==> config.mk <==
export PLATFORM = sky130hd
export DESIGN_NAME = sm4_ram
export DESIGN_NICKNAME = d
export VERILOG_FILES = /design/src/hdl/sm4_ram.sv
export SDC_FILE = /design/constraint.sdc
export NUM_CORES = 1
export LEC_CHECK = 0
export BUFFER_PORTS_ARGS = -buffer_cell sky130_fd_sc_hd__clkbuf_2
export CAP_MARGIN = 20
export CORE_MARGIN = 3
export CORE_UTILIZATION = 30
export DETAILED_ROUTE_END_ITERATION = 16
export PLACE_DENSITY = 0.43
export SETUP_SLACK_MARGIN = 0.3
export SYNTH_ARGS = -nofsm -noshare
export SYNTH_HDL_FRONTEND = slang
export SYNTH_SLANG_ARGS = --single-unit
==> constraint.sdc <==
create_clock -name clk -period 3.9 [get_ports clk]
set_input_delay 0.585 -clock clk [delete_from_list [all_inputs] [get_ports clk]]
set_output_delay 0.585 -clock clk [all_outputs]
set_load 0.1 [all_outputs]
==> src/hdl/sm4_ram.sv <==
// sm4_ram: generic single write port, single read port ram, registered read
// no dependencies

module sm4_ram #(
	parameter int WIDTH = 32,
	parameter int DEPTH = 32
) (
	input  logic                     clk,
	input  logic                     we,
	input  logic [$clog2(DEPTH)-1:0] waddr,
	input  logic [WIDTH-1:0]         wdata,
	input  logic [$clog2(DEPTH)-1:0] raddr,
	output logic [WIDTH-1:0]         rdata
);

	logic [WIDTH-1:0] mem [DEPTH];

	// write port and registered read port
	always_ff @(posedge clk) begin
		if (we) begin
			mem[waddr] <= wdata;
		end
		rdata <= mem[raddr];
	end

endmodule

# --- Word level (Yosys, flattened, before mapping) ---
# Memories as Yosys holds them, arrays and structs flattened. A register that Yosys moved wholly into a read port is not among the register bits.
# Index checks and enable logic that the tools add are counted.
totals:
  regBits: 0
  ramBits: 1024
  input_bits: 44
  word_cells: 3
  mem_count: 1
op_classes:
  n_mux: 2
memory_table:
  columns: ["name", "depth", "word_bits", "read_ports", "rd_ports_with_merged_regs", "wr", "line", "source"]
  rows:
  - ["mem", 32, 32, 1, 1, 1, "16", "logic [WIDTH-1:0] mem [DEPTH];"]
op_table:
  columns: ["op", "count"]
  rows:
  - ["$mux W1", 2]

# --- Depth between registers and ports, before layout ---
# Gate-level depths: netlist of the first run.
logic_depth:
  depth_word: 2
  ltp_mapped: 8
  ltp_nobuf: 5

# --- Least setup slack after synthesis of the first run ---
# No wires, ideal clock.
synth_path:
  path_type: "input-to-reg"
  from: "input port waddr[1]"
  to: "memory mem[12][0], enable pin"
  t_arrival_ns: 2.598
  t_required_ns: 3.479
  setup_slack_ns: 0.881
  cell_stages: 3
  path_cell_list: "or3b_2 > clkbuf_1 > nor2_1"
synth_rtl:
  columns: ["item", "line", "source"]
  rows:
  - ["start: declaration", "10", "input logic [$clog2(DEPTH)-1:0] waddr,"]
  - ["end: declaration", "16", null]
# Straight into the memory's write port.

# --- Worst setup path after layout of the first run ---
layout_path:
  from: "register rdata[26], read port of mem"
  to: "output port rdata[26]"
layout_rtl:
  columns: ["item", "line", "source"]
  rows:
  - ["start: declaration", "13", "output logic [WIDTH-1:0] rdata"]
# No word-level cell between the ends.

==> flow_metrics.tcl, run 1 <==
set metrics [dict create \
    grt_start_max_net_pins 54 \
    start_util 0.303 \
    dieHeight_um 373 \
    fin_crit_sh 0.605 \
    htree_levels 3 \
    setup_ws_ns 1.54 \
    cts_tree "yes" \
    swShare 0.231 \
    hold_viol_final 0 \
    syn_to_final_growth_pct 17.2 \
    setup_tns_ns 0 \
    grt_pass1_wl_mm 167 \
    crit_fanout 1 \
    hold_class "input port to register" \
    final-setup-viol-count 0 \
    hold_buffers 0 \
    grt_pass1_vias 21400 \
    syn_inst 2260 \
    power_frac_comb 0.065 \
    final_cell_mix "1,024 x edfxtp_1, 512 x mux2i_1, 115 x clkbuf_16" \
    hpwl_mm 73.6 \
    postCtsSetupBuffers 0 \
    die_x_um 373 \
    avgViaCountPerCell 4.91 \
    synth-seq-cells 1056 \
    drt-initial-drc-count 1648 \
    final_max_slew_viol_count 0 \
    peakVddDrop_mv 0.323 \
    relSlewSlack 0.329 \
    drt_pass1_iterations 5 \
    io_buffers 75 \
    fin_nets 2473 \
    drv_cap 0 \
    wl_mm 120 \
    core_area_um2 134000 \
    final-seq-area_um2 31400 \
    fin_skew_ns 0.0474 \
    layout_commonest_cell "edfxtp_1" \
    internal-power_w 0.0195 \
    ant_nets 0 \
    worst_pin_slew_ns 1.00 \
    synthesis.nets 2304 \
    rows 134 \
    ys_seq_area_frac 0.775 \
    p_leak_nw 16.4 \
    drc 0 \
    post_dp_cell_area_um2 43600 \
    arrival_ns 1.77 \
    outcome "completed" \
    clkTransAtPathRegs_ns 0.06 \
    crit_path_end_kind "primary output" \
    startpoint_type "register" \
    power_density_nw_per_um2 535 \
    clock_latency_ns 0.73 \
    multiInputGateArea_um2 8610 \
    ys_warn_count 0 \
    fmax_mhz 424 \
    power.switching_w 0.00586 \
    io_pins 76 \
    dieArea_um2 139000 \
    grt_usage 0.169 \
    cts_resized 0 \
    numCtsBuffers 114 \
    crit_type "register to primary output" \
    antenna_found_initial 6 \
    cts_max_path_buffers 3 \
    synth_area_um2 40500 \
    final_cell_area_um2 47500 \
    gp_congestion 0.770 \
    crit_chain "clkbuf_2" \
    path_buf_inv 1 \
    drive_above_1_share 0.158 \
    synth.distinct_cells 25 \
    wl_per_cell_um 27.8 \
    grt_overflow 0 \
    vias 21100 \
    synth.avg_cell_area_um2 17.9 \
    ctsRootBufferMaster "clkbuf_16" \
    rsz0062_at_grt "false" \
    pre_cts_ws_ns 0.804 \
    clock_sinks 1056 \
    cp_top_family "buffers and inverters" \
    utilization 0.355 \
    pwr-share-seq 0.501 \
    worst-endpoint-required_ns 3.31 \
    worst_path_max_delay_cell "clkbuf_2" \
    slowest_delay_ns 0.53 \
    fill_cells 12500 \
    period_needed_ns 2.36 \
    p_clk_frac 0.434 \
]
power by group through the flow:
stage | logic [W] | clock network (W) | registers, W
after floorplan | 0.000652 | 0 | 0.0132
after global placement | 0.00167 | 0 | 0.0130
after detailed placement | 0.00168 | 0 | 0.0130
after CTS | 0.00169 | 0.0113 | 0.0127
after global routing | 0.00175 | 0.0117 | 0.0127
final | 0.00165 | 0.0110 | 0.0127
cell type report:
| class | count | share of cell area |
|---|---|---|
| sequential | 1056 | 0.661 |
| multi-input combinational | 1077 | 0.181 |
| clock buffer | 139 | 0.0636 |
| tap | 1768 | 0.0466 |
| timing repair buffer | 180 | 0.0295 |
| clock inverter | 77 | 0.0172 |
| antenna | 3 | 0.000158 |
synthesized netlist by cell type:
library cell | n | area, µm²
buf_6 | 15 | 169
buf_1 | 5 | 18.8
mux2i_1 | 512 | 5120
or3b_2 | 3 | 26.3
a22o_1 | 64 | 561
nor2b_1 | 1 | 6.26
a31oi_1 | 32 | 200
a22oi_1 | 96 | 721
nor2_1 | 34 | 128
buf_2 | 26 | 130
buf_4 | 33 | 248
nand3b_1 | 5 | 37.5
clkbuf_4 | 2 | 15.0
or2_2 | 1 | 6.26
nand2b_1 | 2 | 12.5
dfxtp_1 | 32 | 641
nand2_1 | 98 | 368
a21oi_1 | 96 | 480
nor3_1 | 32 | 160
edfxtp_1 | 1024 | 30700
or3_1 | 1 | 6.26
and2b_1 | 1 | 7.51
nand3_1 | 98 | 490
clkbuf_1 | 46 | 173
and2_1 | 1 | 6.26
flip-flops by register name (all words and copies together), names as in the netlist:
name,flops
rdata,32
mem,1024
final timing paths:
kind              slack, ns                  start                 to  depth (start not counted)
setup / recovery       1.54      rdata[26]$_DFF_P_          rdata[26]                          1
hold / removal         0.46               raddr[2]   rdata[7]$_DFF_P_                          5
setup reg to reg       2.22    mem[5][4]$_DFFE_PP_   rdata[4]$_DFF_P_                          5
hold reg to reg        0.62  mem[10][26]$_DFFE_PP_  rdata[26]$_DFF_P_                          4
per-stage QoR:
stage / std cells / total power, W / hold WS (ns)
final: 4300 / 0.0254 / 0.458
after detailed placement: 4081 / 0.0146 / 0.602
after global routing: 4297 / 0.0262 / 0.478
after global placement: 4081 / 0.0146 / 0.615
after floorplan: 2260 / 0.0139 / 0.553
after CTS: 4297 / 0.0257 / 0.386
layer usage:
metal	vias to the layer above	part of all wire	GRT usage
met5	-	0.00011	0
met4	2	0.037	0.0678
met3	170	0.046	0.0289
met2	558	0.47	0.269
met1	11100	0.45	0.231
li1	9333	-	-
kinds of logic after synthesis:
kind of cell | count (synthesis) | share of synthesized area
and+or+nand+nor | 277 | 0.0310
buffers and inverters | 127 | 0.0186
DFF | 1056 | 0.775
muxes | 512 | 0.127
AOI/OAI and AO/OA | 288 | 0.0485
(Power assumes the default switching activity.)
==> run 2, diff against run 1 <==
--- a/config.mk
+++ b/config.mk
@@ -10,7 +10,7 @@
 export CORE_MARGIN = 3
 export CORE_UTILIZATION = 30
 export DETAILED_ROUTE_END_ITERATION = 16
-export PLACE_DENSITY = 0.43
+export PLACE_DENSITY = 0.45
 export SETUP_SLACK_MARGIN = 0.3
 export SYNTH_ARGS = -nofsm -noshare
 export SYNTH_HDL_FRONTEND = slang
==> constraint.sdc (replaced) <==
create_clock -name clk -period 2.08 [get_ports clk]
set_input_delay 0.312 -clock clk [delete_from_list [all_inputs] [get_ports clk]]
set_output_delay 0.312 -clock clk [all_outputs]
set_load 0.1 [all_outputs]
==> flow_metrics.tcl, run 2 (synthesis gave the netlist of run 1 again) <==
set metrics [dict create \
    syn_to_final_growth_pct 20.4 \
    postCtsSetupBuffers 0 \
    drive_above_1_share 0.173 \
    wl_mm 117 \
    multiInputGateArea_um2 8620 \
    layout_commonest_cell "edfxtp_1" \
    hpwl_mm 66.2 \
    setup_tns_ns 0 \
    avgViaCountPerCell 4.91 \
    core_area_um2 134000 \
    fmax_mhz 582 \
    htree_levels 3 \
    clock_sinks 1056 \
    cts_tree "yes" \
    fill_cells 12400 \
    final-seq-area_um2 31400 \
    drv_cap 0 \
    power_frac_comb 0.067 \
    hold_viol_final 0 \
    p_clk_frac 0.422 \
    fin_nets 2523 \
    numCtsBuffers 110 \
    final-setup-viol-count 0 \
    outcome "completed" \
    crit_type "register to primary output" \
    path_buf_inv 1 \
    use_met2 0.286 \
    worst_pin_slew_ns 0.655 \
    rsz0062_at_grt "false" \
    top_regs "mem (1024), rdata (32)" \
    clkTransAtPathRegs_ns 0.06 \
    startpoint_type "register" \
    io_buffers 75 \
    ctsRootBufferMaster "clkbuf_16" \
    met3_usage 0.0299 \
    busiest_layer "met2" \
    relSlewSlack 0.563 \
    drc 0 \
    fin_crit_sh 0.827 \
    utilization 0.364 \
    arrival_ns 1.41 \
    drt_pass1_iterations 5 \
    cp_top_family "flip-flops" \
    cts_max_path_buffers 3 \
    swShare 0.225 \
    power.switching_w 0.0105 \
    clock_latency_ns 0.69 \
    ant_nets 0 \
    grt_start_max_net_pins 48 \
    power_density_nw_per_um2 956 \
    final_cell_mix "1,024 x edfxtp_1, 512 x mux2i_1, 116 x clkbuf_16" \
    worst_path_max_delay_cell "dfxtp_1" \
    slowest_delay_ns 0.43 \
    peakVddDrop_mv 0.665 \
    grt_pass1_wl_mm 164 \
    hold_class "input port to register" \
    period_needed_ns 1.72 \
    io_pins 76 \
    die_x_um 373 \
    crit_fanout 1 \
    crit_chain "clkbuf_8" \
    grt_overflow 0 \
    internal-power_w 0.0361 \
    crit_path_end_kind "primary output" \
    grt.met1_usage 0.213 \
    p_leak_nw 16.8 \
    fin_skew_ns 0.0509 \
    wl_per_cell_um 26.9 \
    top_register "mem" \
    antenna_found_initial 6 \
    drt-initial-drc-count 1756 \
    grt_pass1_vias 21900 \
    largest_reg_flops 1024 \
    dieHeight_um 373 \
    start_util 0.303 \
    holdWs_ns 0.239 \
    pwr-share-seq 0.511 \
    rows 134 \
    gp_congestion 0.745 \
    worst-endpoint-required_ns 1.77 \
    power_w 0.0466 \
    grt_usage 0.165 \
    final_max_slew_viol_count 0 \
    dieArea_um2 139000 \
    vias 21400 \
]
## run 2: cell types whose count changed in the layout (fill, tap and decap cells not counted), sizes merged
cell and change:
clkinv -8, buf +55, clkinvlp -5, diode +1
clkbuf +5, inv +3, bufinv -4
## run 2: final cells by class
type                            instances  area share
Sequential cell                      1056       0.644
Multi-Input combinational cell       1077       0.177
Clock buffer                          145      0.0608
Timing Repair Buffer                  234      0.0586
Tap cell                             1768      0.0454
Clock inverter                         63      0.0139
Antenna cell                            4    0.000205
## run 2: worst paths after layout
path	from	to	slack [ns]	depth (start not counted)
hold reg to reg	mem[17][3]$_DFFE_PP_	rdata[3]$_DFF_P_	0.60	4
setup reg to reg	mem[0][14]$_DFFE_PP_	rdata[14]$_DFF_P_	0.69	5
hold / removal	wdata[3]	mem[30][3]$_DFFE_PP_	0.24	1
setup / recovery	rdata[24]$_DFF_P_	rdata[24]	0.36	1
## run 2: what timing repair did
item	CTS	global route
endpoints found under the setup margin	32	1
resized for setup	63	1
hold buffers	0	0
## run 2: power by group through the flow
stage               Combinational (W)  Clock (W)  Sequential (W)
floorplan                     0.00125          0          0.0248
global placement              0.00301          0          0.0243
detailed placement            0.00305          0          0.0243
CTS                           0.00317     0.0201          0.0238
global route                  0.00332     0.0210          0.0238
finish                        0.00313     0.0196          0.0238
## run 2: worst reg2reg max path, delay by kind of cell, from the launching register on
| kind | cells | cell delay [ns] |
|---|---|---|
| AO/OA/AOI/OAI | 2 | 0.40 |
| flip-flops | 1 | 0.36 |
| AND/OR/NAND/NOR | 2 | 0.30 |
| multiplexers | 1 | 0.13 |
## run 2: stage by stage
stage	area, µm²	instances	worst slack, ns
floorplan	40700	2260	-0.0130
global placement	44800	4135	-0.0122
detailed placement	44800	4135	-0.0425
CTS	48700	4343	0.250
global route	48700	4343	0.316
finish	48700	4347	0.361
## run 2: per-layer routing
| metal | part of all wire | wire length [µm] |
|---|---|---|
| met4 | 0.023 | 2690 |
| met5 | 0.00023 | 27 |
| met2 | 0.50 | 58600 |
| met3 | 0.049 | 5780 |
| met1 | 0.43 | 50000 |
==> run 3, diff against run 2 <==
--- a/config.mk
+++ b/config.mk
@@ -5,12 +5,13 @@
 export SDC_FILE = /design/constraint.sdc
 export NUM_CORES = 1
 export LEC_CHECK = 0
+export ABC_AREA = 1
 export BUFFER_PORTS_ARGS = -buffer_cell sky130_fd_sc_hd__clkbuf_2
 export CAP_MARGIN = 20
 export CORE_MARGIN = 3
 export CORE_UTILIZATION = 30
 export DETAILED_ROUTE_END_ITERATION = 16
-export PLACE_DENSITY = 0.45
+export PLACE_DENSITY = 0.43
 export SETUP_SLACK_MARGIN = 0.3
 export SYNTH_ARGS = -nofsm -noshare
 export SYNTH_HDL_FRONTEND = slang
==> constraint.sdc (replaced) <==
create_clock -name clk -period 1.65 [get_ports clk]
set_input_delay 0.2475 -clock clk [delete_from_list [all_inputs] [get_ports clk]]
set_output_delay 0.2475 -clock clk [all_outputs]
set_load 0.1 [all_outputs]
==> flow_metrics.tcl, run 3 <==
set metrics [dict create \
    hp-start "raddr[4]" \
    final_max_slew_viol_count 0 \
    fin_skew_ns 0.0282 \
    crit_type "register to primary output" \
    fill_cells 13600 \
    ys_seq_area_frac 0.740 \
    synth_top_area_share 0.725 \
    rsz0062_at_grt "true" \
    worst_path_max_delay_cell "dfxtp_4" \
    io_pins 76 \
    drv_cap 0 \
    synth.avg_cell_area_um2 12.0 \
    hold_class "input port to register" \
    final_cell_mix "1,440 x nand2_1, 1,024 x edfxtp_1, 768 x nand3_1" \
    postCtsSetupBuffers 0 \
    top_register "mem" \
    syn_to_final_growth_pct 22.4 \
    drt-initial-drc-count 2156 \
    hold_depth 4 \
    relSlewSlack 0.542 \
    cts_max_path_buffers 3 \
    synth_area_um2 42400 \
    grt_start_max_net_pins 61 \
    cts_tree "yes" \
    syn_inst 3536 \
    setup_tns_ns 0 \
    rr_startpoint "mem[17][19]$_DFFE_PP_" \
    startpoint_type "register" \
    htree_levels 3 \
    clock_latency_ns 0.72 \
    final-setup-viol-count 0 \
    p_leak_nw 18.9 \
    hold_buffers 0 \
    rows 137 \
    hold_viol_final 0 \
    synth_common_cells "1,440 x nand2_1, 1,024 x edfxtp_1, 780 x nand3_1" \
    crit_chain "clkbuf_16" \
    numCtsBuffers 115 \
    hpwl_mm 77.5 \
    drive_above_1_share 0.146 \
    antenna_found_initial 2 \
    vias 27200 \
    ys_warn_count 0 \
    pre_cts_ws_ns -0.0755 \
    clkTransAtPathRegs_ns 0.06 \
    dieArea_um2 146000 \
    top_regs "mem (1024), rdata (32)" \
    grt_pass1_wl_mm 196 \
    synth.area.mux_share 0 \
    clock_sinks 1056 \
    grt_usage 0.183 \
    io_buffers 75 \
    worst_pin_slew_ns 0.687 \
    wl_per_cell_um 23.6 \
    synthesis.nets 3580 \
    slowest_delay_ns 0.42 \
    ant_nets 0 \
    dieHeight_um 382 \
    wl_mm 135 \
    r2r_slack_ns 0.46 \
    synth_simple_gate_area_frac 0.222 \
    worst-endpoint-required_ns 1.40 \
    crit_path_end_kind "primary output" \
    grt_pass1_vias 27100 \
    synth-xor-area-share 0 \
    avgViaCountPerCell 4.76 \
    fmax_mhz 624 \
    gp_congestion 0.750 \
    synth_edf_count 1024 \
    period_needed_ns 1.60 \
    yosys-top-cells-area "edfxtp_1 73%, nand2_1 13%, nand3_1 9.2%" \
    synth.distinct_cells 14 \
    peakVddDrop_mv 0.785 \
    synthArstFlopShare 0 \
    synth.most_common_cell "nand2_1" \
    die_x_um 382 \
    synth_top_family_by_area "simple AND/OR/NAND/NOR gates" \
    synth_adder_area_share 0 \
    layout_commonest_cell "nand2_1" \
    core_area_um2 140000 \
    synth_compound_area_frac 0 \
    drt_pass1_iterations 5 \
    yosysTopAreaCell "edfxtp_1" \
    largest_reg_flops 1024 \
    fin_nets 3790 \
    fin_crit_sh 0.972 \
    synthFlopType "edfxtp_1" \
    crit_fanout 1 \
    synth-seq-cells 1056 \
    grt_overflow 0 \
    power_density_nw_per_um2 1170 \
    r2r_cells 8 \
    hold_path_end "rdata[26]$_DFF_P_" \
    drc 0 \
    path_buf_inv 1 \
    ctsRootBufferMaster "clkbuf_16" \
    start_util 0.303 \
    cp_top_family "flip-flops" \
    arrival_ns 1.36 \
    reg2reg_to "rdata[19]$_DFF_P_" \
    setup_ws_ns 0.0467 \
    outcome "completed" \
]
## run 3: cell types whose count changed after synthesis, sizes merged, moves of 10 or more
cell | previous run | this run
clkbuf | 48 | 24
nor3 | 32 | 0
nand3 | 98 | 780
buf | 79 | 194
a31oi | 32 | 0
a22o | 64 | 0
inv | 0 | 10
nand2 | 98 | 1440
a22oi | 96 | 0
mux2i | 512 | 0
a21oi | 96 | 0
## run 3: cells by family after synthesis
logic type,Yosys count
flip-flops,1056
buffers and inverters,228
AND/OR/NAND/NOR,2252
## run 3: layer usage
layer | track usage | share of wire | vias up
met5 | 0 | 0 | -
met4 | 0.0452 | 0.019 | 0
met3 | 0.0251 | 0.039 | 144
met2 | 0.307 | 0.48 | 543
met1 | 0.251 | 0.46 | 13800
li1 | - | - | 12800
## run 3: cell type report
type	instances	area [µm²]	area share
clock buffers	155	3180	0.0613
flip-flops and latches	1056	31500	0.606
clock inverters	62	559	0.0108
repair buffers	311	4420	0.0851
diodes	1	2.50	0.0000482
well taps	1876	2350	0.0452
multi-input cells	2252	9810	0.189
inverters	10	97.6	0.00188
## run 3: how the worst max path moves through the flow
stage	startpoint	end	slack [ns]	cells past startpoint
floorplan	waddr[0]	mem[28][0]$_DFFE_PP_	0.14	3
global placement	raddr[0]	rdata[2]$_DFF_P_	-0.06	12
detailed placement	raddr[0]	rdata[9]$_DFF_P_	-0.08	12
CTS	rdata[18]$_DFF_P_	rdata[18]	-0.04	1
global route	rdata[18]$_DFF_P_	rdata[18]	-0.01	1
finish	rdata[18]$_DFF_P_	rdata[18]	0.05	1
## run 3: where the power goes
group	leakage (nW)	switching, W	internal [W]	total [W]
logic	7.51	0.00338	0.00164	0.00501
clock network	1.84	0.0107	0.0149	0.0256
registers	9.50	0.000206	0.0298	0.0301
## run 3: repair_timing
item,CTS,global route
setup endpoints to repair,32,32
pin swaps,0,0
resized for setup,141,0
## run 3: through the flow
| step | hold WS (ns) | cells | instance area [µm²] | utilization | power (W) |
|---|---|---|---|---|---|
| 6_report | 0.0879 | 5723 | 51900 | 0.371 | 0.0606 |
| 5_1_grt | 0.0619 | 5722 | 51900 | 0.371 | 0.0628 |
| 4_1_cts | 0.0134 | 5722 | 51900 | 0.371 | 0.0614 |
| 3_5_place_dp | 0.733 | 5505 | 47500 | 0.339 | 0.0353 |
| 3_3_place_gp | 0.726 | 5505 | 47500 | 0.339 | 0.0353 |
| 2_1_floorplan | 0.346 | 3536 | 42800 | - | 0.0333 |
